### src/rtl/core/depth_tested_pixel_blend_defines.svh
// Assertion macros shared by the pixel blend RTL.
// Used by dtpb_front and dtpb_back; expects clk and arst_n in scope.
`ifndef DEPTH_TESTED_PIXEL_BLEND_DEFINES_SVH
`define DEPTH_TESTED_PIXEL_BLEND_DEFINES_SVH

// same-cycle implication
`define DTPB_ASSERT_NOW(lbl, ante, cons, msg) \
	lbl: assert property (@(posedge clk) disable iff (!arst_n) (ante) |-> (cons)) \
		else $error(msg);

// next-cycle implication
`define DTPB_ASSERT_NEXT(lbl, ante, cons, msg) \
	lbl: assert property (@(posedge clk) disable iff (!arst_n) (ante) |=> (cons)) \
		else $error(msg);

`endif

### src/rtl/core/dtpb_ram.sv
// Generic simple dual-port RAM: one write port, one read port, registered read.
// No dependencies.
module dtpb_ram #(
	parameter int unsigned WIDTH = 8,
	parameter int unsigned DEPTH = 16
) (
	input  logic                     clk,
	input  logic                     we,
	input  logic [$clog2(DEPTH)-1:0] waddr,
	input  logic [WIDTH-1:0]         wdata,
	input  logic [$clog2(DEPTH)-1:0] raddr,
	output logic [WIDTH-1:0]         rdata
);
	logic [WIDTH-1:0] mem [DEPTH];

	always_ff @(posedge clk) begin
		if (we) begin
			mem[waddr] <= wdata;
		end
		rdata <= mem[raddr];
	end
endmodule

### config.mk
export PLATFORM = sky130hd
export DESIGN_NAME = dtpb_ram
export DESIGN_NICKNAME = d
export VERILOG_FILES = /design/src/rtl/core/depth_tested_pixel_blend_defines.svh /design/src/rtl/core/dtpb_ram.sv
export SDC_FILE = /design/constraint.sdc
export NUM_CORES = 1
export LEC_CHECK = 0
export BUFFER_PORTS_ARGS = -buffer_cell sky130_fd_sc_hd__buf_2
export CORE_MARGIN = 8
export CORE_UTILIZATION = 54
export DETAILED_ROUTE_END_ITERATION = 7
export PLACE_DENSITY_LB_ADDON = 0.3
export REMOVE_ABC_BUFFERS = 1
export SLEW_MARGIN = 20
export SYNTH_ARGS = -nofsm -noshare
export SYNTH_HDL_FRONTEND = slang
export SYNTH_SLANG_ARGS = --single-unit
### constraint.sdc
create_clock -name clk -period 1.35 [get_ports clk]
set_input_delay 0 -clock clk [delete_from_list [all_inputs] [get_ports clk]]
set_output_delay 0 -clock clk [all_outputs]
set_load 0.02 [all_outputs]
After elaboration in Yosys (flattened, before gate mapping)
Memories as Yosys holds them, arrays and structs flattened. A register that Yosys moved wholly into a read port is not among the register bits. Cells that the tools add are included.

Bits in registers: 0. RAM bits: 128. Word-level logic and storage cells: 3. Memories kept: 1. Input port bits: 18. Output and inout port bits: 8.

Memory list: mem (depth 16, width 8, read ports 1, clocked after Yosys merged registers in 1, wr ports 1, line dtpb_ram.sv:14) `logic [WIDTH-1:0] mem [DEPTH];`.

Mux-type cells: 2.

Operators with widths (number): $mux W1 (2).

Logic depth before layout (Yosys ltp)
Gate-level depths: netlist (run 1).

Depth after elaboration: 2. Depth in mapped cells: 5. Depth with buffers taken out: 3.

Least setup slack after synthesis (run 1)
Ideal clock, no wire load.

Path type: input to register. From: in waddr[2]. To: mem mem[0][0] (enable). Path buffers: 0. Library setup time: 0.383 ns. Data arrival time: 1.110 ns. Slack: -0.143 ns. Stages: 2. Data required time: 0.967 ns. Path through: or3b_2 nor3_1.

RTL lines: from (decl) (line dtpb_ram.sv:9) `input logic [$clog2(DEPTH)-1:0] waddr,`; to (decl) (line dtpb_ram.sv:14).

No word-level cell before the write port.

==> impl_metrics.tcl, run 1 <==
set metrics [dict create \
    post-route-cell-area_sq_mm 0.00618 \
    grt.total_usage 0.162 \
    drive_gt1_frac 0.343 \
    hpwl_microns 5810 \
    whs_ps 45.0 \
    setup_viol 0 \
    yosys.cell_types.count 19 \
    synthCells 229 \
    r2r_start "mem[1][5]$_DFFE_PP_" \
    grt_max_degree 33 \
    synth_seq_cells 136 \
    utilization 0.669 \
    numPortBuffers 25 \
    rsz0062_at_grt "false" \
    comb_power_share 0.055 \
    root_buffer "clkbuf_8" \
    die_y_microns 114 \
    core_area_sq_mm 0.00924 \
    gp_congestion 0.723 \
    ys_seq_area_frac 0.778 \
    critPathSlowestCell "mux4_1" \
    pwr-share-seq 0.514 \
    required_ps 1750 \
    fin_skew_ps 7.37 \
    power_density_mw_per_mm2 1490 \
    cp.arrival_ps 1700 \
    reg2reg_to "rdata[5]$_DFF_P_" \
    ant_nets 0 \
    antenna_cells 0 \
    die_area_sq_mm 0.0129 \
    r2r_slack_ps 50 \
    synth_area_per_cell_sq_um 22.5 \
    finalHoldViolCount 0 \
    drc_errors 0 \
    path_max_fanout 1 \
    cts_setup_buffers 0 \
    clk_pin_slew_ps 60 \
    viasPerCell 5.56 \
    grt_pass1_vias 2573 \
    initial_core_util 0.557 \
    endpoint_kind "flop" \
    ios 26 \
    worstPathCellList "mux4_1 > a22oi_2 > nand2_1" \
    drt_iter0_markers 207 \
    yosys_warnings 0 \
    crit_type "flop to flop" \
    swShare 0.220 \
    max-slew-margin-rel 0.390 \
    max_slew.worst_pin.slew_ps 914 \
    dpl_cell_area_sq_mm 0.00555 \
    grt_pass1_wl_microns 14900 \
    worstSetupEndpoint "rdata[5]$_DFF_P_" \
    cap_violations 0 \
    p_leak_nw 2.08 \
    clock-sinks 136 \
    clkPwrFrac 0.431 \
    fmax_ghz 0.770 \
    antenna_found_initial 0 \
    crit_path_start_kind "flop" \
    area_growth_syn_to_layout_pct 20.2 \
    netlist_area_sq_mm 0.00515 \
    dp_worst_setup_slack_ps -43.6 \
    hp-class "primary input to flop" \
    p_sw_mw 2.03 \
    fp-row-count 35 \
    cts_buffer_depth 2 \
    fin_crit_ps 1300 \
    cts_buffers 17 \
    period_share 0.962 \
    cpPeakStageDelay_ps 550 \
    fin_ws_ps 51.7 \
    routed_wl_microns 9510 \
    p_int_mw 7.20 \
    nNetsFinal 311 \
    drv_slew 0 \
    clock_latency_ps 510 \
    finalPower_mw 9.23 \
    h-tree-depth 4 \
    routedWlPerCell_microns 21.9 \
    startpoint "mem[1][5]$_DFFE_PP_" \
    ir_drop_mv 1.04 \
    reg2reg_depth 3 \
    cts_tree "yes" \
    vias 2417 \
    first_pass_iters 4 \
    grt-ovfl-total 0 \
    status "finished clean" \
    die_w_microns 114 \
]
==> layout by cell type (no fill, tap or decap), drive strengths merged, types with 2 or more instances in the layout <==
master,n
nand3b,2
edfxtp,128
mux4,32
nor3,4
nor2,13
clkinvlp,7
dlygate4sd3,8
buf,47
inv,2
clkbuf,18
nand2b,2
clkinv,5
a22oi,16
nand2,9
dfxtp,8
==> through the flow <==
stage / TNS [ps] / instances
after floorplan: -1140 / 219
after global placement: -44.4 / 395
after detailed placement: -125 / 395
after CTS: 0 / 435
after global routing: 0 / 435
final: 0 / 435
==> state kept, by name, indices dropped and copies added, names as in the netlist <==
name	flops
mem	128
rdata	8
==> area by class of cell <==
class / count / area (sq um)
Sequential cell: 136 / 4000
Fill cell: 604 / 3060
Multi-Input combinational cell: 83 / 1090
Clock buffer: 18 / 418
Timing Repair Buffer: 55 / 408
Tap cell: 129 / 161
Clock inverter: 14 / 104
==> metal layers <==
metal,track usage,routed length [microns]
met3,0.0460,451
met5,0,0
met2,0.248,4640
met1,0.215,4310
met4,0.0639,109
==> worst max-delay path: cells and delay by family (launching register included) <==
family | cells | cell delay (ps)
AOI/OAI and AO/OA | 1 | 220
DFF | 1 | 360
and+or+nand+nor | 1 | 70
muxes | 1 | 550
==> synthesized netlist by cell type (all sizes together) <==
cell | count | area share
a22oi | 16 | 0.023
and2 | 1 | 0.0012
and2b | 1 | 0.0015
buf | 7 | 0.011
clkdlybuf4s25 | 3 | 0.0058
dfxtp | 8 | 0.031
edfxtp | 128 | 0.75
mux4 | 32 | 0.15
nand2 | 9 | 0.0066
nand2b | 2 | 0.0024
nand3 | 1 | 0.00097
nand3b | 2 | 0.0029
nor2 | 13 | 0.0095
nor2b | 1 | 0.0012
nor3 | 4 | 0.0039
or3b | 1 | 0.0017
==> worst min path at each step <==
stage | startpoint | to | slack (ps) | depth (start not counted)
after global routing | waddr[0] | mem[8][2]$_DFFE_PP_ | 40 | 3
final | waddr[0] | mem[8][2]$_DFFE_PP_ | 40 | 3
after CTS | waddr[0] | mem[4][6]$_DFFE_PP_ | 30 | 3
after floorplan | wdata[0] | mem[0][0]$_DFFE_PP_ | 100 | 0
after detailed placement | wdata[7] | mem[0][7]$_DFFE_PP_ | 400 | 1
after global placement | wdata[0] | mem[10][0]$_DFFE_PP_ | 380 | 1
==> logic make-up (layout without fill, tap and decap cells) <==
| logic type | after synthesis | in the layout | share of synthesized area |
|---|---|---|---|
| flops | 136 | 136 | 0.778 |
| simple gates | 35 | 35 | 0.0318 |
| mux | 32 | 32 | 0.150 |
| compound gates | 16 | 16 | 0.0233 |
| buf+inv | 10 | 87 | 0.0168 |
==> power groups by stage <==
stage                     clock network [mW]  logic (mW)  registers [mW]
after floorplan                            0       0.189            4.86
after global placement                     0       0.465            4.83
after detailed placement                   0       0.479            4.84
after CTS                               4.06       0.505            4.75
after global routing                    4.23       0.550            4.76
final                                   3.98       0.507            4.75
==> what timing repair did <==
action                                  4_1_cts  5_1_grt
hold buffers                                  8        0
endpoints found under the setup margin        2        5
hold endpoints to repair                    128        0
pin swaps                                     0        1
gates resized for setup                       2        8
gates cloned                                  0        0
No activity file was read; power rests on OpenSTA's default activity.
==> inputs of run 2 (changes only) <==
--- a/config.mk
+++ b/config.mk
@@ -6,6 +6,7 @@
 export NUM_CORES = 1
 export LEC_CHECK = 0
 export BUFFER_PORTS_ARGS = -buffer_cell sky130_fd_sc_hd__buf_2
+export CORE_ASPECT_RATIO = 0.7
 export CORE_MARGIN = 8
 export CORE_UTILIZATION = 54
 export DETAILED_ROUTE_END_ITERATION = 7
==> run 2 against run 1 <==
Clock-buffer cell count increased by 1. Core utilization increased by 1.3 points. Register-to-register slack about the same. Flip-flop and latch count unchanged. Critical path depth unchanged. Fmax decreased by 0.28%. Largest cell class unchanged. Highest routed layer unchanged.
==> impl_metrics.tcl, run 2 (synthesized netlist as in run 1, its figures left out) <==
set metrics [dict create \
    ant_nets 0 \
    swShare 0.193 \
    drv_slew 0 \
    rsz0062_at_grt "false" \
    max_slew.worst_pin.slew_ps 811 \
    finalPower_mw 10.2 \
    finalHoldViolCount 0 \
    endpoint_kind "flop" \
    antenna_found_initial 0 \
    grt_max_degree 33 \
    pwr-share-seq 0.465 \
    area_growth_syn_to_layout_pct 21.8 \
    routed_wl_microns 9930 \
    fmax_ghz 0.768 \
    fillerInstances 578 \
    cpPeakStageDelay_ps 510 \
    die_y_microns 97.7 \
    cts_setup_buffers 0 \
    crit_path_start_kind "flop" \
    whs_ps 128 \
    routedWlPerCell_microns 23.1 \
    worstPathCellList "mux4_1 > a22oi_2 > nand2_1" \
    cp.arrival_ps 1590 \
    largest_register_ffs 128 \
    grt.total_usage 0.161 \
    final_cell_mix "edfxtp_1 (128), buf_2 (25), buf_4 (20)" \
    status "finished clean" \
    root_buffer "clkbuf_16" \
    required_ps 1640 \
    dp_worst_setup_slack_ps -136 \
    comb_power_share 0.048 \
    period_share 0.964 \
    viasPerCell 5.84 \
    max-slew-margin-rel 0.458 \
    hp-class "primary input to flop" \
    p_leak_nw 2.16 \
    top_regs "mem: 128 flops, rdata: 8 flops" \
    drt_iter0_markers 268 \
    ir_drop_mv 1.15 \
    initial_core_util 0.561 \
    fp-row-count 29 \
    crit_type "flop to flop" \
    first_pass_iters 4 \
    fin_ws_ps 48.0 \
    clkPwrFrac 0.486 \
    top_register "mem" \
    numPortBuffers 25 \
    p_int_mw 8.24 \
    grt_pass1_vias 2542 \
    nNetsFinal 311 \
    final_common_cell "edfxtp_1" \
    clock_latency_ps 410 \
    antenna_cells 0 \
    cts_tree "yes" \
    clk_pin_slew_ps 60 \
    die_area_sq_mm 0.0130 \
    grt-ovfl-total 0 \
    fin_crit_ps 1300 \
    drive_gt1_frac 0.330 \
    vias 2510 \
    critPathSlowestCell "mux4_1" \
    h-tree-depth 4 \
    gp_congestion 0.831 \
    path_max_fanout 1 \
    die_w_microns 133 \
    p_sw_mw 1.97 \
    hpwl_microns 6320 \
    fin_skew_ps 6.22 \
    power_density_mw_per_mm2 1630 \
    core_area_sq_mm 0.00918 \
    clock-sinks 136 \
    cap_violations 0 \
    setup_viol 0 \
    drc_errors 0 \
    grt_pass1_wl_microns 15000 \
    cts_buffers 17 \
    cts_buffer_depth 2 \
    ios 26 \
]
[run 2: cell types whose count changed in the layout (fill, tap and decap cells not counted), sizes merged]
cell      delta
bufinv       +5
inv          -2
clkbuf       +1
clkinvlp     -4
[run 2: what timing repair did]
action | CTS | global route
hold buffers | 8 | 0
pin swaps | 1 | 0
resized for setup | 1 | 3
endpoints found under the setup margin | 1 | 2
hold endpoints to repair | 128 | 0
[run 2: path summary, 6_finish.rpt]
path | slack, ps | cells after the start | end | from
hold / removal | 130 | 4 | rdata[4]$_DFF_P_ | raddr[0]
setup / recovery | 50 | 3 | rdata[2]$_DFF_P_ | mem[10][2]$_DFFE_PP_
hold reg to reg | 670 | 3 | rdata[7]$_DFF_P_ | mem[7][7]$_DFFE_PP_
setup reg to reg | 50 | 3 | rdata[2]$_DFF_P_ | mem[10][2]$_DFFE_PP_
[run 2: through the flow]
stage / std cells / setup TNS, ps / utilization / cell area, sq um
2_1_floorplan: 219 / -1140 / - / 5060
3_3_place_gp: 390 / -124 / 0.603 / 5530
3_5_place_dp: 390 / -208 / 0.603 / 5530
4_1_cts: 430 / 0 / 0.682 / 6260
5_1_grt: 430 / 0 / 0.683 / 6270
6_report: 430 / 0 / 0.683 / 6270
[run 2: metal layers]
layer  vias to the layer above  wire length [microns]  track usage
li1                       1105                      -            -
met1                      1302                   4510        0.216
met2                        93                   4570        0.233
met3                        10                    772       0.0666
met4                         0                     81       0.0557
met5                         -                      0            0
[run 2: power groups by stage]
stage          registers, mW  clock network [mW]  logic, mW
3_3_place_gp            4.84                   0      0.462
6_report                4.75                4.97      0.493
4_1_cts                 4.75                5.02      0.495
5_1_grt                 4.76                5.21      0.529
2_1_floorplan           4.86                   0      0.189
3_5_place_dp            4.84                   0      0.472
[run 2: final cells by class]
type	count	area (sq um)	share of cell area
sequential	136	4000	0.639
multi-input combinational	83	1070	0.170
clock buffer	19	443	0.0707
clock inverter	13	201	0.0321
tap	124	155	0.0248
timing repair buffer	55	395	0.0631
[run 2: worst max-delay path, delay by kind of cell, from the launching register on]
family,cells,cell delay (ps)
AOI/OAI and AO/OA,1,210
DFF,1,360
muxes,1,510
and+or+nand+nor,1,100
