File: src/rtl/core/depth_tested_pixel_blend_defines.svh
// Assertion macros shared by the pixel blend RTL.
// Used by dtpb_front and dtpb_back; expects clk and arst_n in scope.
`ifndef DEPTH_TESTED_PIXEL_BLEND_DEFINES_SVH
`define DEPTH_TESTED_PIXEL_BLEND_DEFINES_SVH

// same-cycle implication
`define DTPB_ASSERT_NOW(lbl, ante, cons, msg) \
	lbl: assert property (@(posedge clk) disable iff (!arst_n) (ante) |-> (cons)) \
		else $error(msg);

// next-cycle implication
`define DTPB_ASSERT_NEXT(lbl, ante, cons, msg) \
	lbl: assert property (@(posedge clk) disable iff (!arst_n) (ante) |=> (cons)) \
		else $error(msg);

`endif

File: src/rtl/core/dtpb_pkg.sv
// Package for the depth tested pixel blend: constants, codes, types, helpers.
// No dependencies.
package dtpb_pkg;

	localparam int unsigned COLOR_W    = 8;
	localparam int unsigned DEPTH_W    = 23;
	localparam int unsigned ZIN_W      = 24;
	localparam int unsigned RGB_W      = 3 * COLOR_W;
	localparam int unsigned OP_W       = 3;
	localparam int unsigned STATUS_W   = 2;
	localparam int unsigned FRAME_W    = 9;
	localparam int unsigned CFG_IDX_W  = 2;
	localparam int unsigned CFG_DATA_W = 23;
	localparam int unsigned QDEPTH     = 2;

	localparam logic [OP_W-1:0] OP_OPAQUE     = 3'd0;
	localparam logic [OP_W-1:0] OP_BLEND_Z    = 3'd1;
	localparam logic [OP_W-1:0] OP_BLEND_KEEP = 3'd2;
	localparam logic [OP_W-1:0] OP_READ       = 3'd3;
	localparam logic [OP_W-1:0] OP_CLEAR      = 3'd4;

	localparam logic [STATUS_W-1:0] ST_WRITTEN  = 2'd0;
	localparam logic [STATUS_W-1:0] ST_OUTSIDE  = 2'd1;
	localparam logic [STATUS_W-1:0] ST_REJECTED = 2'd2;
	localparam logic [STATUS_W-1:0] ST_DONE     = 2'd3;

	localparam logic [CFG_IDX_W-1:0] CFG_FRAME_WIDTH  = 2'd0;
	localparam logic [CFG_IDX_W-1:0] CFG_FRAME_HEIGHT = 2'd1;
	localparam logic [CFG_IDX_W-1:0] CFG_FAR_DEPTH    = 2'd2;

	localparam logic [FRAME_W-1:0] FRAME_RESET = 9'd256;
	localparam logic [DEPTH_W-1:0] FAR_RESET   = 23'd2000;
	localparam logic [COLOR_W-1:0] ALPHA_FULL  = 8'd255;

	typedef enum logic [2:0] {
		KIND_OPAQUE,
		KIND_BLEND_Z,
		KIND_BLEND_KEEP,
		KIND_READ,
		KIND_CLEAR,
		KIND_OUTSIDE
	} kind_t;

	typedef struct packed {
		kind_t              kind;
		logic               negative;
		logic [DEPTH_W-1:0] z;
		logic [COLOR_W-1:0] red;
		logic [COLOR_W-1:0] green;
		logic [COLOR_W-1:0] blue;
		logic [COLOR_W-1:0] alpha;
	} work_t;

	typedef struct packed {
		logic  valid;
		work_t item;
	} head_t;

	typedef struct packed {
		logic accept_en;
		logic pop;
	} back_status_t;

	typedef enum logic [1:0] {
		BK_SWEEP,
		BK_IDLE,
		BK_READ,
		BK_CALC
	} back_state_t;

	// exact floor(sum / 255) for sum up to 255 * 255
	function automatic logic [COLOR_W-1:0] div255(input logic [2*COLOR_W-1:0] sum);
		logic [2*COLOR_W:0] t;
		t = {1'b0, sum} + 17'(sum[2*COLOR_W-1:COLOR_W]) + 17'd1;
		return t[2*COLOR_W-1:COLOR_W];
	endfunction

endpackage

File: src/rtl/core/dtpb_result_if.sv
// Result item channel: valid/ready handshake plus status and stored pixel.
// Depends on dtpb_pkg for field widths.
interface dtpb_result_if;
	import dtpb_pkg::*;

	logic                valid;
	logic                ready;
	logic [STATUS_W-1:0] status;
	logic [COLOR_W-1:0]  read_red;
	logic [COLOR_W-1:0]  read_green;
	logic [COLOR_W-1:0]  read_blue;
	logic [DEPTH_W-1:0]  read_depth;

	modport source (output valid, status, read_red, read_green, read_blue, read_depth,
		input ready);
	modport sink (input valid, status, read_red, read_green, read_blue, read_depth,
		output ready);
endinterface

File: src/rtl/core/dtpb_back.sv
// Back end: sweeps the stores, runs depth test, blend and store writes,
// and holds the result register. Depends on dtpb_pkg, dtpb_result_if, defines.
`include "depth_tested_pixel_blend_defines.svh"

module dtpb_back #(
	parameter int unsigned ENTRIES = 65536
) (
	input  logic                              clk,
	input  logic                              arst_n,
	input  dtpb_pkg::head_t                   head,
	input  logic [$clog2(ENTRIES)-1:0]        head_addr,
	input  logic [dtpb_pkg::DEPTH_W-1:0]      far_depth,
	output dtpb_pkg::back_status_t            back_st,
	output logic                              ram_we,
	output logic [$clog2(ENTRIES)-1:0]        ram_waddr,
	output logic [$clog2(ENTRIES)-1:0]        ram_raddr,
	output logic [dtpb_pkg::DEPTH_W-1:0]      depth_wdata,
	output logic [dtpb_pkg::RGB_W-1:0]        color_wdata,
	input  logic [dtpb_pkg::DEPTH_W-1:0]      depth_rdata,
	input  logic [dtpb_pkg::RGB_W-1:0]        color_rdata,
	dtpb_result_if.source                     res
);
	import dtpb_pkg::*;

	localparam int unsigned AW = $clog2(ENTRIES);
	localparam int unsigned PW = 2 * COLOR_W;

	back_state_t        state_q, state_d;
	logic [AW-1:0]      sweep_cnt_q;
	logic               sweep_last;
	logic               report_q;
	logic               init_done_q;
	work_t              item_s1;
	logic [AW-1:0]      addr_s1;
	logic [PW-1:0]      new_r_s2, new_g_s2, new_b_s2;
	logic [PW-1:0]      old_r_s2, old_g_s2, old_b_s2;
	logic [DEPTH_W-1:0] old_depth_s2;
	logic [COLOR_W-1:0] inv_alpha;
	logic [RGB_W-1:0]   blended;
	logic [RGB_W-1:0]   new_rgb;

	logic               out_free;
	logic               take;
	logic               reject;
	logic               is_blend;
	logic               produce;
	logic [STATUS_W-1:0] prod_status;
	logic [RGB_W-1:0]   prod_rgb;
	logic [DEPTH_W-1:0] prod_depth;

	logic                out_valid_q;
	logic [STATUS_W-1:0] out_status_q;
	logic [RGB_W-1:0]    out_rgb_q;
	logic [DEPTH_W-1:0]  out_depth_q;

	assign out_free   = !out_valid_q || res.ready;
	assign take       = (state_q == BK_IDLE) && head.valid && out_free;
	assign sweep_last = (sweep_cnt_q == AW'(ENTRIES - 1));
	assign reject     = item_s1.negative || (depth_rdata < item_s1.z);
	assign is_blend   = (item_s1.kind == KIND_BLEND_Z) || (item_s1.kind == KIND_BLEND_KEEP);
	assign inv_alpha  = ALPHA_FULL - item_s1.alpha;
	assign new_rgb    = {item_s1.red, item_s1.green, item_s1.blue};
	assign ram_raddr  = head_addr;

	assign blended = {div255(new_r_s2 + old_r_s2), div255(new_g_s2 + old_g_s2),
		div255(new_b_s2 + old_b_s2)};

	always_comb begin
		state_d = state_q;
		case (state_q)
			BK_SWEEP: begin
				if (sweep_last) begin
					state_d = BK_IDLE;
				end
			end
			BK_IDLE: begin
				if (take) begin
					case (head.item.kind)
						KIND_CLEAR:   state_d = BK_SWEEP;
						KIND_OUTSIDE: state_d = BK_IDLE;
						default:      state_d = BK_READ;
					endcase
				end
			end
			BK_READ: begin
				state_d = (is_blend && !reject) ? BK_CALC : BK_IDLE;
			end
			BK_CALC: state_d = BK_IDLE;
			default: state_d = BK_IDLE;
		endcase
	end

	always_comb begin
		back_st.accept_en = init_done_q;
		back_st.pop       = 1'b0;
		ram_we            = 1'b0;
		ram_waddr         = addr_s1;
		depth_wdata       = item_s1.z;
		color_wdata       = new_rgb;
		produce           = 1'b0;
		prod_status       = ST_DONE;
		prod_rgb          = color_rdata;
		prod_depth        = depth_rdata;
		case (state_q)
			BK_SWEEP: begin
				ram_we      = 1'b1;
				ram_waddr   = sweep_cnt_q;
				depth_wdata = far_depth;
				color_wdata = '0;
				if (sweep_last && report_q) begin
					produce     = 1'b1;
					prod_status = ST_DONE;
					prod_rgb    = '0;
					prod_depth  = far_depth;
				end
			end
			BK_IDLE: begin
				back_st.pop = take;
				if (take && head.item.kind == KIND_OUTSIDE) begin
					produce     = 1'b1;
					prod_status = ST_OUTSIDE;
					prod_rgb    = '0;
					prod_depth  = '0;
				end
			end
			BK_READ: begin
				if (item_s1.kind == KIND_READ) begin
					produce = 1'b1;
				end else if (reject) begin
					produce     = 1'b1;
					prod_status = ST_REJECTED;
				end else if (item_s1.kind == KIND_OPAQUE) begin
					ram_we      = 1'b1;
					produce     = 1'b1;
					prod_status = ST_WRITTEN;
					prod_rgb    = new_rgb;
					prod_depth  = item_s1.z;
				end
			end
			BK_CALC: begin
				ram_we      = 1'b1;
				color_wdata = blended;
				depth_wdata = (item_s1.kind == KIND_BLEND_Z) ? item_s1.z : old_depth_s2;
				produce     = 1'b1;
				prod_status = ST_WRITTEN;
				prod_rgb    = blended;
				prod_depth  = depth_wdata;
			end
			default: ;
		endcase
	end

	always_ff @(posedge clk or negedge arst_n) begin
		if (!arst_n) begin
			state_q     <= BK_SWEEP;
			sweep_cnt_q <= '0;
			report_q    <= 1'b0;
			init_done_q <= 1'b0;
			out_valid_q <= 1'b0;
		end else begin
			state_q <= state_d;
			if (state_q == BK_SWEEP) begin
				sweep_cnt_q <= sweep_last ? '0 : sweep_cnt_q + AW'(1);
				if (sweep_last) begin
					init_done_q <= 1'b1;
				end
			end
			if (take) begin
				report_q <= (head.item.kind == KIND_CLEAR);
			end
			if (produce) begin
				out_valid_q <= 1'b1;
			end else if (res.ready) begin
				out_valid_q <= 1'b0;
			end
		end
	end

	always_ff @(posedge clk) begin
		if (take) begin
			item_s1 <= head.item;
			addr_s1 <= head_addr;
		end
		if (state_q == BK_READ) begin
			new_r_s2     <= PW'(item_s1.red) * PW'(item_s1.alpha);
			new_g_s2     <= PW'(item_s1.green) * PW'(item_s1.alpha);
			new_b_s2     <= PW'(item_s1.blue) * PW'(item_s1.alpha);
			old_r_s2     <= PW'(color_rdata[RGB_W-1 -: COLOR_W]) * PW'(inv_alpha);
			old_g_s2     <= PW'(color_rdata[COLOR_W +: COLOR_W]) * PW'(inv_alpha);
			old_b_s2     <= PW'(color_rdata[0 +: COLOR_W]) * PW'(inv_alpha);
			old_depth_s2 <= depth_rdata;
		end
		if (produce) begin
			out_status_q <= prod_status;
			out_rgb_q    <= prod_rgb;
			out_depth_q  <= prod_depth;
		end
	end

	assign res.valid      = out_valid_q;
	assign res.status     = out_status_q;
	assign res.read_red   = out_rgb_q[RGB_W-1 -: COLOR_W];
	assign res.read_green = out_rgb_q[COLOR_W +: COLOR_W];
	assign res.read_blue  = out_rgb_q[0 +: COLOR_W];
	assign res.read_depth = out_depth_q;

	`DTPB_ASSERT_NOW(a_produce_free, produce, out_free, "result register overwritten")
	`DTPB_ASSERT_NOW(a_read_after_idle, state_q == BK_READ, $past(state_q) == BK_IDLE,
		"store data used without a read issued")
	`DTPB_ASSERT_NOW(a_no_pop_in_sweep, state_q == BK_SWEEP, !back_st.pop && ram_we,
		"item taken during store sweep")
endmodule
File: src/flat_wrapper.sv
// flat-port wrapper written by rule: the top's interface ports become plain ports
module dtpb_back_flat import dtpb_pkg::*;
#(
	parameter int unsigned ENTRIES = 65536
)
  (clk, arst_n, head, head_addr, far_depth, back_st, ram_we, ram_waddr, ram_raddr, depth_wdata, color_wdata, depth_rdata, color_rdata, res_valid, res_status, res_read_red, res_read_green, res_read_blue, res_read_depth, res_ready);
  dtpb_result_if res_i ();
  input  logic clk;
  input  logic arst_n;
  input  dtpb_pkg::head_t head;
  input  logic [$clog2(ENTRIES)-1:0] head_addr;
  input  logic [dtpb_pkg::DEPTH_W-1:0] far_depth;
  output dtpb_pkg::back_status_t back_st;
  output logic ram_we;
  output logic [$clog2(ENTRIES)-1:0] ram_waddr;
  output logic [$clog2(ENTRIES)-1:0] ram_raddr;
  output logic [dtpb_pkg::DEPTH_W-1:0] depth_wdata;
  output logic [dtpb_pkg::RGB_W-1:0] color_wdata;
  input  logic [dtpb_pkg::DEPTH_W-1:0] depth_rdata;
  input  logic [dtpb_pkg::RGB_W-1:0] color_rdata;
  output wire logic [$bits(res_i.valid)-1:0] res_valid;
  output wire logic [$bits(res_i.status)-1:0] res_status;
  output wire logic [$bits(res_i.read_red)-1:0] res_read_red;
  output wire logic [$bits(res_i.read_green)-1:0] res_read_green;
  output wire logic [$bits(res_i.read_blue)-1:0] res_read_blue;
  output wire logic [$bits(res_i.read_depth)-1:0] res_read_depth;
  input wire logic [$bits(res_i.ready)-1:0] res_ready;
  assign res_valid = res_i.valid;
  assign res_status = res_i.status;
  assign res_read_red = res_i.read_red;
  assign res_read_green = res_i.read_green;
  assign res_read_blue = res_i.read_blue;
  assign res_read_depth = res_i.read_depth;
  assign res_i.ready = res_ready;
  dtpb_back #(.ENTRIES(ENTRIES)) u_core (.clk(clk), .arst_n(arst_n), .head(head), .head_addr(head_addr), .far_depth(far_depth), .back_st(back_st), .ram_we(ram_we), .ram_waddr(ram_waddr), .ram_raddr(ram_raddr), .depth_wdata(depth_wdata), .color_wdata(color_wdata), .depth_rdata(depth_rdata), .color_rdata(color_rdata), .res(res_i));
endmodule
File: config.mk
export PLATFORM = sky130hd
export DESIGN_NAME = dtpb_back_flat
export DESIGN_NICKNAME = d
export VERILOG_FILES = /design/src/rtl/core/dtpb_pkg.sv /design/src/rtl/core/dtpb_result_if.sv /design/src/rtl/core/dtpb_back.sv /design/src/flat_wrapper.sv
export VERILOG_INCLUDE_DIRS = /design/src /design/src/rtl/core
export SDC_FILE = /design/constraint.sdc
export NUM_CORES = 1
export LEC_CHECK = 0
export BUFFER_PORTS_ARGS = -buffer_cell sky130_fd_sc_hd__buf_2
export CAP_MARGIN = 20
export CORE_MARGIN = 3
export CORE_UTILIZATION = 60
export CTS_CLUSTER_DIAMETER = 30
export CTS_CLUSTER_SIZE = 8
export DETAILED_ROUTE_END_ITERATION = 16
export HOLD_SLACK_MARGIN = 0.03
export PLACE_DENSITY = 0.81
export SLEW_MARGIN = 30
export SYNTH_ARGS = -nofsm -noshare
export SYNTH_HDL_FRONTEND = slang
export SYNTH_SLANG_ARGS = --single-unit
File: constraint.sdc
create_clock -name clk -period 14.11 [get_ports clk]
set_clock_uncertainty 0.1 [all_clocks]
set_input_delay 1.411 -clock clk [delete_from_list [all_inputs] [get_ports clk]]
set_output_delay 1.411 -clock clk [all_outputs]
set_load 0.005 [all_outputs]
=== Word level (Yosys, flattened, before mapping) ===
Index checks and enable logic that the tools add are counted.
W data, S select, Z words.

* Input bits: 149
* Bits in read-only memories: 0
* Memories: 0
* Register bits after elaboration: 264
* Bits in latches: 0
* RAM bits: 0

* Div/mod/pow operators: 0
* Equality and inequality tests: 11
* Mux-type cells: 39
* $mul: 6
* Reductions and logical operators: 16
* Add/sub/neg operators: 11
* Magnitude comparators: 1
* Bitwise operators: 0
* Shift operators: 0

{| class="wikitable"
|+ Operators by type and width
! operator !! count
|-
| $mux W23 || 6
|-
| $mux W24 || 5
|-
| $mul A8 B8 Y16 || 6
|-
| $pmux W24 S4 || 1
|-
| $pmux W23 S4 || 1
|-
| $add A16 B1 Y16 const B || 4
|-
| $add A16 B16 Y16 || 3
|-
| $add A16 B8 Y16 || 3
|-
| $pmux W24 S2 || 1
|-
| $pmux W23 S2 || 1
|-
| $mux W16 || 2
|-
| $lt A23 B23 Y1 || 1
|-
| $eq A16 B16 Y1 const B || 1
|-
| $pmux W2 S4 || 2
|-
| $mux W2 || 7
|-
| $mux W1 || 10
|-
| $sub A8 B8 Y8 const A || 1
|-
| $eq A3 B2 Y1 const B || 2
|-
| $eq A3 B3 Y1 const B || 2
|-
| $logic_and A1 B1 Y1 || 5
|-
| $eq A2 B2 Y1 const B || 2
|-
| $ne A2 B1 Y1 const B || 2
|-
| $pmux W1 S4 || 1
|-
| $pmux W2 S2 || 1
|-
| 10 further kinds || 14
|}

=== Longest topological paths before layout ===
* Depth after elaboration: 7
* Depth in mapped cells: 22

=== Worst setup path before layout ===
No wires, ideal clock.

* Kind: register to register
* Start point: reg u_core.state_q[0]
* End point: reg u_core.out_rgb_q[0], enable pin
* Slack: 7.143 ns
* Stages on the path, launching flop included: 5
* Setup time: 0.485 ns
* Clock period less this slack: 6.967 ns
* Data arrival time: 6.382 ns
* Data required time: 13.525 ns
* Cells stage by stage: dfrtp_1 -> inv_1 -> ha_1 -> o21ai_0 -> a32oi_1

* Longest elaborated chain between the ends: 6

{| class="wikitable"
|+ RTL lines
! item !! line !! RTL
|-
| from (decl) || dtpb_back.sv:28 || <nowiki>back_state_t state_q, state_d;</nowiki>
|-
| from (signal assigned) || dtpb_back.sv:161 || <nowiki>state_q <= state_d;</nowiki>
|-
| $eq A2 B1 Y1 || dtpb_back.sv:57, dtpb_back.sv:104 ||
|-
| $logic_and A1 B1 Y1 (2 in series) || dtpb_back.sv:57 || <nowiki>assign take = (state_q == BK_IDLE) && head.valid && out_free;</nowiki>
|-
| $logic_and A1 B1 Y1 || dtpb_back.sv:119 || <nowiki>if (take && head.item.kind == KIND_OUTSIDE) begin</nowiki>
|-
| $mux W1 || dtpb_back.sv:119 ||
|-
| $pmux W1 S4 * || dtpb_back.sv:104 || <nowiki>case (state_q)</nowiki>
|-
| via u_core.produce || dtpb_back.sv:46 || <nowiki>logic produce;</nowiki>
|-
| to (signal assigned) || dtpb_back.sv:195 || <nowiki>out_rgb_q <= prod_rgb;</nowiki>
|-
| to (decl) || dtpb_back.sv:53 || <nowiki>logic [RGB_W-1:0] out_rgb_q;</nowiki>
|}

The timed path passes the listed nets; every way through them passes the cells marked *.
A chain may end at the register's enable or synchronous reset.

=== Worst setup path in the final report ===
* Start point: reg u_core.old_r_s2[0]
* End point: out color_wdata[21] (netlist name)

* Longest elaborated chain between the ends: 4

{| class="wikitable"
|+ RTL lines
! item !! line !! RTL
|-
| from (decl) || dtpb_back.sv:36 || <nowiki>logic [PW-1:0] old_r_s2, old_g_s2, old_b_s2;</nowiki>
|-
| from (signal assigned) || dtpb_back.sv:188 || <nowiki>old_r_s2 <= PW'(color_rdata[RGB_W-1 -: COLOR_W]) * PW'(inv_alpha);</nowiki>
|-
| $add A16 B16 Y16 || dtpb_back.sv:65 || <nowiki>assign blended = {div255(new_r_s2 + old_r_s2), div255(new_g_s2 + old_g_s2),</nowiki>
|-
| $add A16 B8 Y16 || dtpb_pkg.sv:74 || <nowiki>t = {1'b0, sum} + 17'(sum[2*COLOR_W-1:COLOR_W]) + 17'd1;</nowiki>
|-
| $add A16 B1 Y16 || dtpb_pkg.sv:74 ||
|-
| $pmux W24 S2 || dtpb_back.sv:104 ||
|-
| to (decl) || flat_wrapper.sv:18 || <nowiki>output logic [dtpb_pkg::RGB_W-1:0] color_wdata;</nowiki>
|}

No other way between the ends.

==> metrics <==
Mapped Cells=about 2,800; Main synth FF type=edfxtp_1; largest net degree at the start of global routing=78; power density cells=285 nW/um^2; Post-Synth Adder-Cell Area=29.7%; sequential area share after synthesis=28.6%; Req. time, crit path=between 10 and 15 ns; vias in the first global route=23,100; yosys warns=0; Int Pwr=0.00494 W; Setup Buffers After CTS=0; fin crit period=between 6 and 7 ns; Core ar.=approximately 45,000 sq um; final hold viol count=0; maximum VDD drop=slightly below 0.2 mV; Multi-input gate area=17,400 sq um; Hold Buf Count CTS=0; dpl cells=~3,600; DP Wirelength=53,500 microns; Slew headroom=approximately a third; P&R area growth vs syn=15.5%; Die H=approximately 220 microns; fin. max-slew vios=0; count of state elements after synthesis=roughly 260; syn nets=3,467; switching pwr=about 0.004 W; Leak Pwr=14.7 nW; Fillers=3,203; Resize count post-CTS=0; maximum clock insertion buffer count=3; Gate power share=roughly 65%; initial antenna violation count=9; GR peak layer=met2; IO Count=281; Seq pwr share=approximately 17%; GRT Total Usage=a little under a third; simple-gate share of the synthesized area=between 10% and 20%; number of H-tree levels=3; post-synthesis mux area share=less than 1%; EDFF count, synth=243; CP arrival=~5.4 ns; CTS tree=done; DR vias=22,000; final std cells w/o fill=around 3,700; Final #Nets=3,709; share of cells above drive strength 1=15.2%; Sw Share=45.1%; Syn Area/Cell=9.74 sq um; CTS Root Cell=clkbuf_16; Setup TNS=0 ns; Yosys top cell area share=between 20% and 30%; Max Fclk=145 MHz; distinct cell type count after synthesis=87; Setup CP Type=reg2out; outcome=finished clean; crit start category=flip-flop; gr ovfl total=0; cts bufs inserted=72; Yosys top cell by area=edfxtp_1; post-synthesis compound-gate area fraction=12.2%; Via density=5.96; FF/Latch Area=7820 sq um; Die Area=48,100 sq um; sinks on the clock net=between 200 and 300; post-route antenna net violation count=0; met3 global-route usage=between 6 and 7%; # setup viols final=0; Clock Latency Late Sink=0.59 ns; Worst-path clk slew=0.04 ns; Post-Route WL=75,300 microns; Tightest Pin Transition=~1 ns; most frequent cells in the layout=inv_1, ha_1, buf_2, nand2_1, edfxtp_1; Synth Area in XOR/XNOR=4.76%; largest family of logic cells by synthesized area=adder cells; Initial DRC Count=2,152; post-synthesis async set-or-reset flop share=between 7 and 8%; Critical Path Fanout Max=5; drt drc=0; drt wl/cell=20.4 microns; commonest non-fill, non-tap cell in the layout=inv_1; Clock power frac=18.4%; Die X-Extent=~220 microns; RePlAce Congestion=0.914; GR Util met2=a little over half; Fin Hold WS=0.408 ns; first-pass GRT wire length=approximately 120,000 microns; Row Count=77; class of the worst hold path=reg2reg; Post-Syn Area=27,300 sq um; max-cap violations=0; M1 GR Usage=40.1%; Port-buffer cells=280; top post-synthesis cells by area=edfxtp_1, fa_1, ha_1; Tcrit/Tclk final=49.0%; drt pass-1 iters=8; Initial Utilization=about three fifths; Reg2Reg Setup Slack=8.56 ns; RSZ-0062 raised after global routing=no; CP Capture Type=output port
-- worst max-delay path, cell delays in order (launching register included) --
cell and delay [ns]:
edfxtp_1 0.32, ha_1 0.16, inv_1 0.06, fa_1 0.41
nor2b_1 0.14, o21a_1 0.14, o211a_1 0.22, o21ai_1 0.12
o31ai_2 0.36, a21oi_1 0.12, o21bai_1 0.17, xnor2_1 0.18
inv_1 0.12, ha_1 0.34, a21o_1 0.21, a21oi_1 0.27
inv_1 0.08, nand2_1 0.08, a21boi_0 0.25, o21a_1 0.14
o21ai_0 0.16, o21ai_0 0.55, buf_2 0.23
-- logic make-up (layout without fill, tap and decap cells) --
family | count (synthesis) | after routing
xor+xnor | 141 | 141
fa+ha+maj | 516 | 516
buf+inv | 529 | 830
simple gates | 837 | 837
mux | 23 | 23
other cells | 0 | 3
flops | 264 | 264
compound gates | 492 | 492
-- metal layers --
metal | share of wire, % | routed length, microns
met1 | 38 | 28800
met3 | 8.7 | 6520
met2 | 48 | 36300
met5 | 0.077 | 58
met4 | 4.8 | 3610
-- sequential cells by signal, summed over array words and instances (netlist names) --
signal and cells:
u_core.item_s1 59, u_core.out_rgb_q 24, u_core.old_depth_s2 23, u_core.res.read_depth 23
u_core.addr_s1 16, u_core.new_b_s2 16, u_core.new_g_s2 16, u_core.new_r_s2 16
u_core.old_b_s2 16, u_core.old_g_s2 16, u_core.old_r_s2 16, u_core.sweep_cnt_q 16
u_core.res.status 2, u_core.state_q 2, u_core.init_done_q 1, u_core.report_q 1
u_core.res.valid 1
-- power groups by stage --
| stage | combinational, W | clock, W | sequential [W] |
|---|---|---|---|
| floorplan | 0.00424 | 0 | 0.00149 |
| global placement | 0.00552 | 0 | 0.00154 |
| detailed placement | 0.00568 | 0 | 0.00154 |
| CTS | 0.00576 | 0.00167 | 0.00153 |
| global route | 0.00648 | 0.00172 | 0.00156 |
| finish | 0.00580 | 0.00165 | 0.00154 |
-- stage by stage --
step	utilization [%]	area (sq um)	total power [W]	setup WS, ns
after global routing	70.7	31500	0.00975	6.91
final	70.7	31500	0.00900	7.20
after detailed placement	65.1	29100	0.00723	7.89
after CTS	70.7	31500	0.00897	7.31
after floorplan	-	27300	0.00572	7.14
after global placement	65.1	29000	0.00705	7.99
-- synthesized netlist by cell type (6+ instances only) --
| library cell | n |
|---|---|
| a222oi_1 | 17 |
| o21ai_0 | 110 |
| o221ai_1 | 27 |
| dfrtp_1 | 21 |
| nand4_1 | 14 |
| xor2_1 | 44 |
| nor2_1 | 90 |
| nor2b_1 | 166 |
| o21ai_1 | 14 |
| a21boi_0 | 22 |
| a21o_1 | 40 |
| nand2b_1 | 69 |
| o21a_1 | 13 |
| mux2_2 | 19 |
| buf_4 | 20 |
| a2111oi_0 | 6 |
| o21bai_1 | 6 |
| buf_1 | 11 |
| ha_1 | 297 |
| a22oi_1 | 38 |
| nand3_1 | 23 |
| o211ai_1 | 9 |
| a21oi_1 | 109 |
| edfxtp_1 | 243 |
| and2_1 | 153 |
| and3_1 | 27 |
| inv_1 | 395 |
| clkbuf_1 | 95 |
| nor3_1 | 13 |
| xnor2_1 | 91 |
| a31oi_1 | 15 |
| fa_1 | 219 |
| nand2_1 | 257 |
-- area by class of cell --
class | instances | area share, %
flip-flops and latches | 264 | 24.8
diodes | 3 | 0.0238
multi-input cells | 2009 | 55.3
clock inverters | 45 | 1.75
well taps | 592 | 2.35
clock buffers | 88 | 6.07
repair buffers | 302 | 4.98
inverters | 395 | 4.71
-- final timing paths --
path                                                   start                                 end  cells after the start
min in group asynchronous                             arst_n  u_core.sweep_cnt_q[12]$_DFFE_PN0P_                      1
setup reg to reg                 u_core.item_s1[2]$_DFFE_PP_       u_core.old_b_s2[15]$_DFFE_PP_                     20
setup / recovery                u_core.old_r_s2[0]$_DFFE_PP_                     color_wdata[21]                     22
hold reg to reg            u_core.sweep_cnt_q[4]$_DFFE_PN0P_   u_core.sweep_cnt_q[4]$_DFFE_PN0P_                      1
hold / removal             u_core.sweep_cnt_q[4]$_DFFE_PN0P_   u_core.sweep_cnt_q[4]$_DFFE_PN0P_                      1
max in group asynchronous                             arst_n       u_core.state_q[1]$_DFFE_PN0P_                      1
Power figures use the tool's default switching activity.
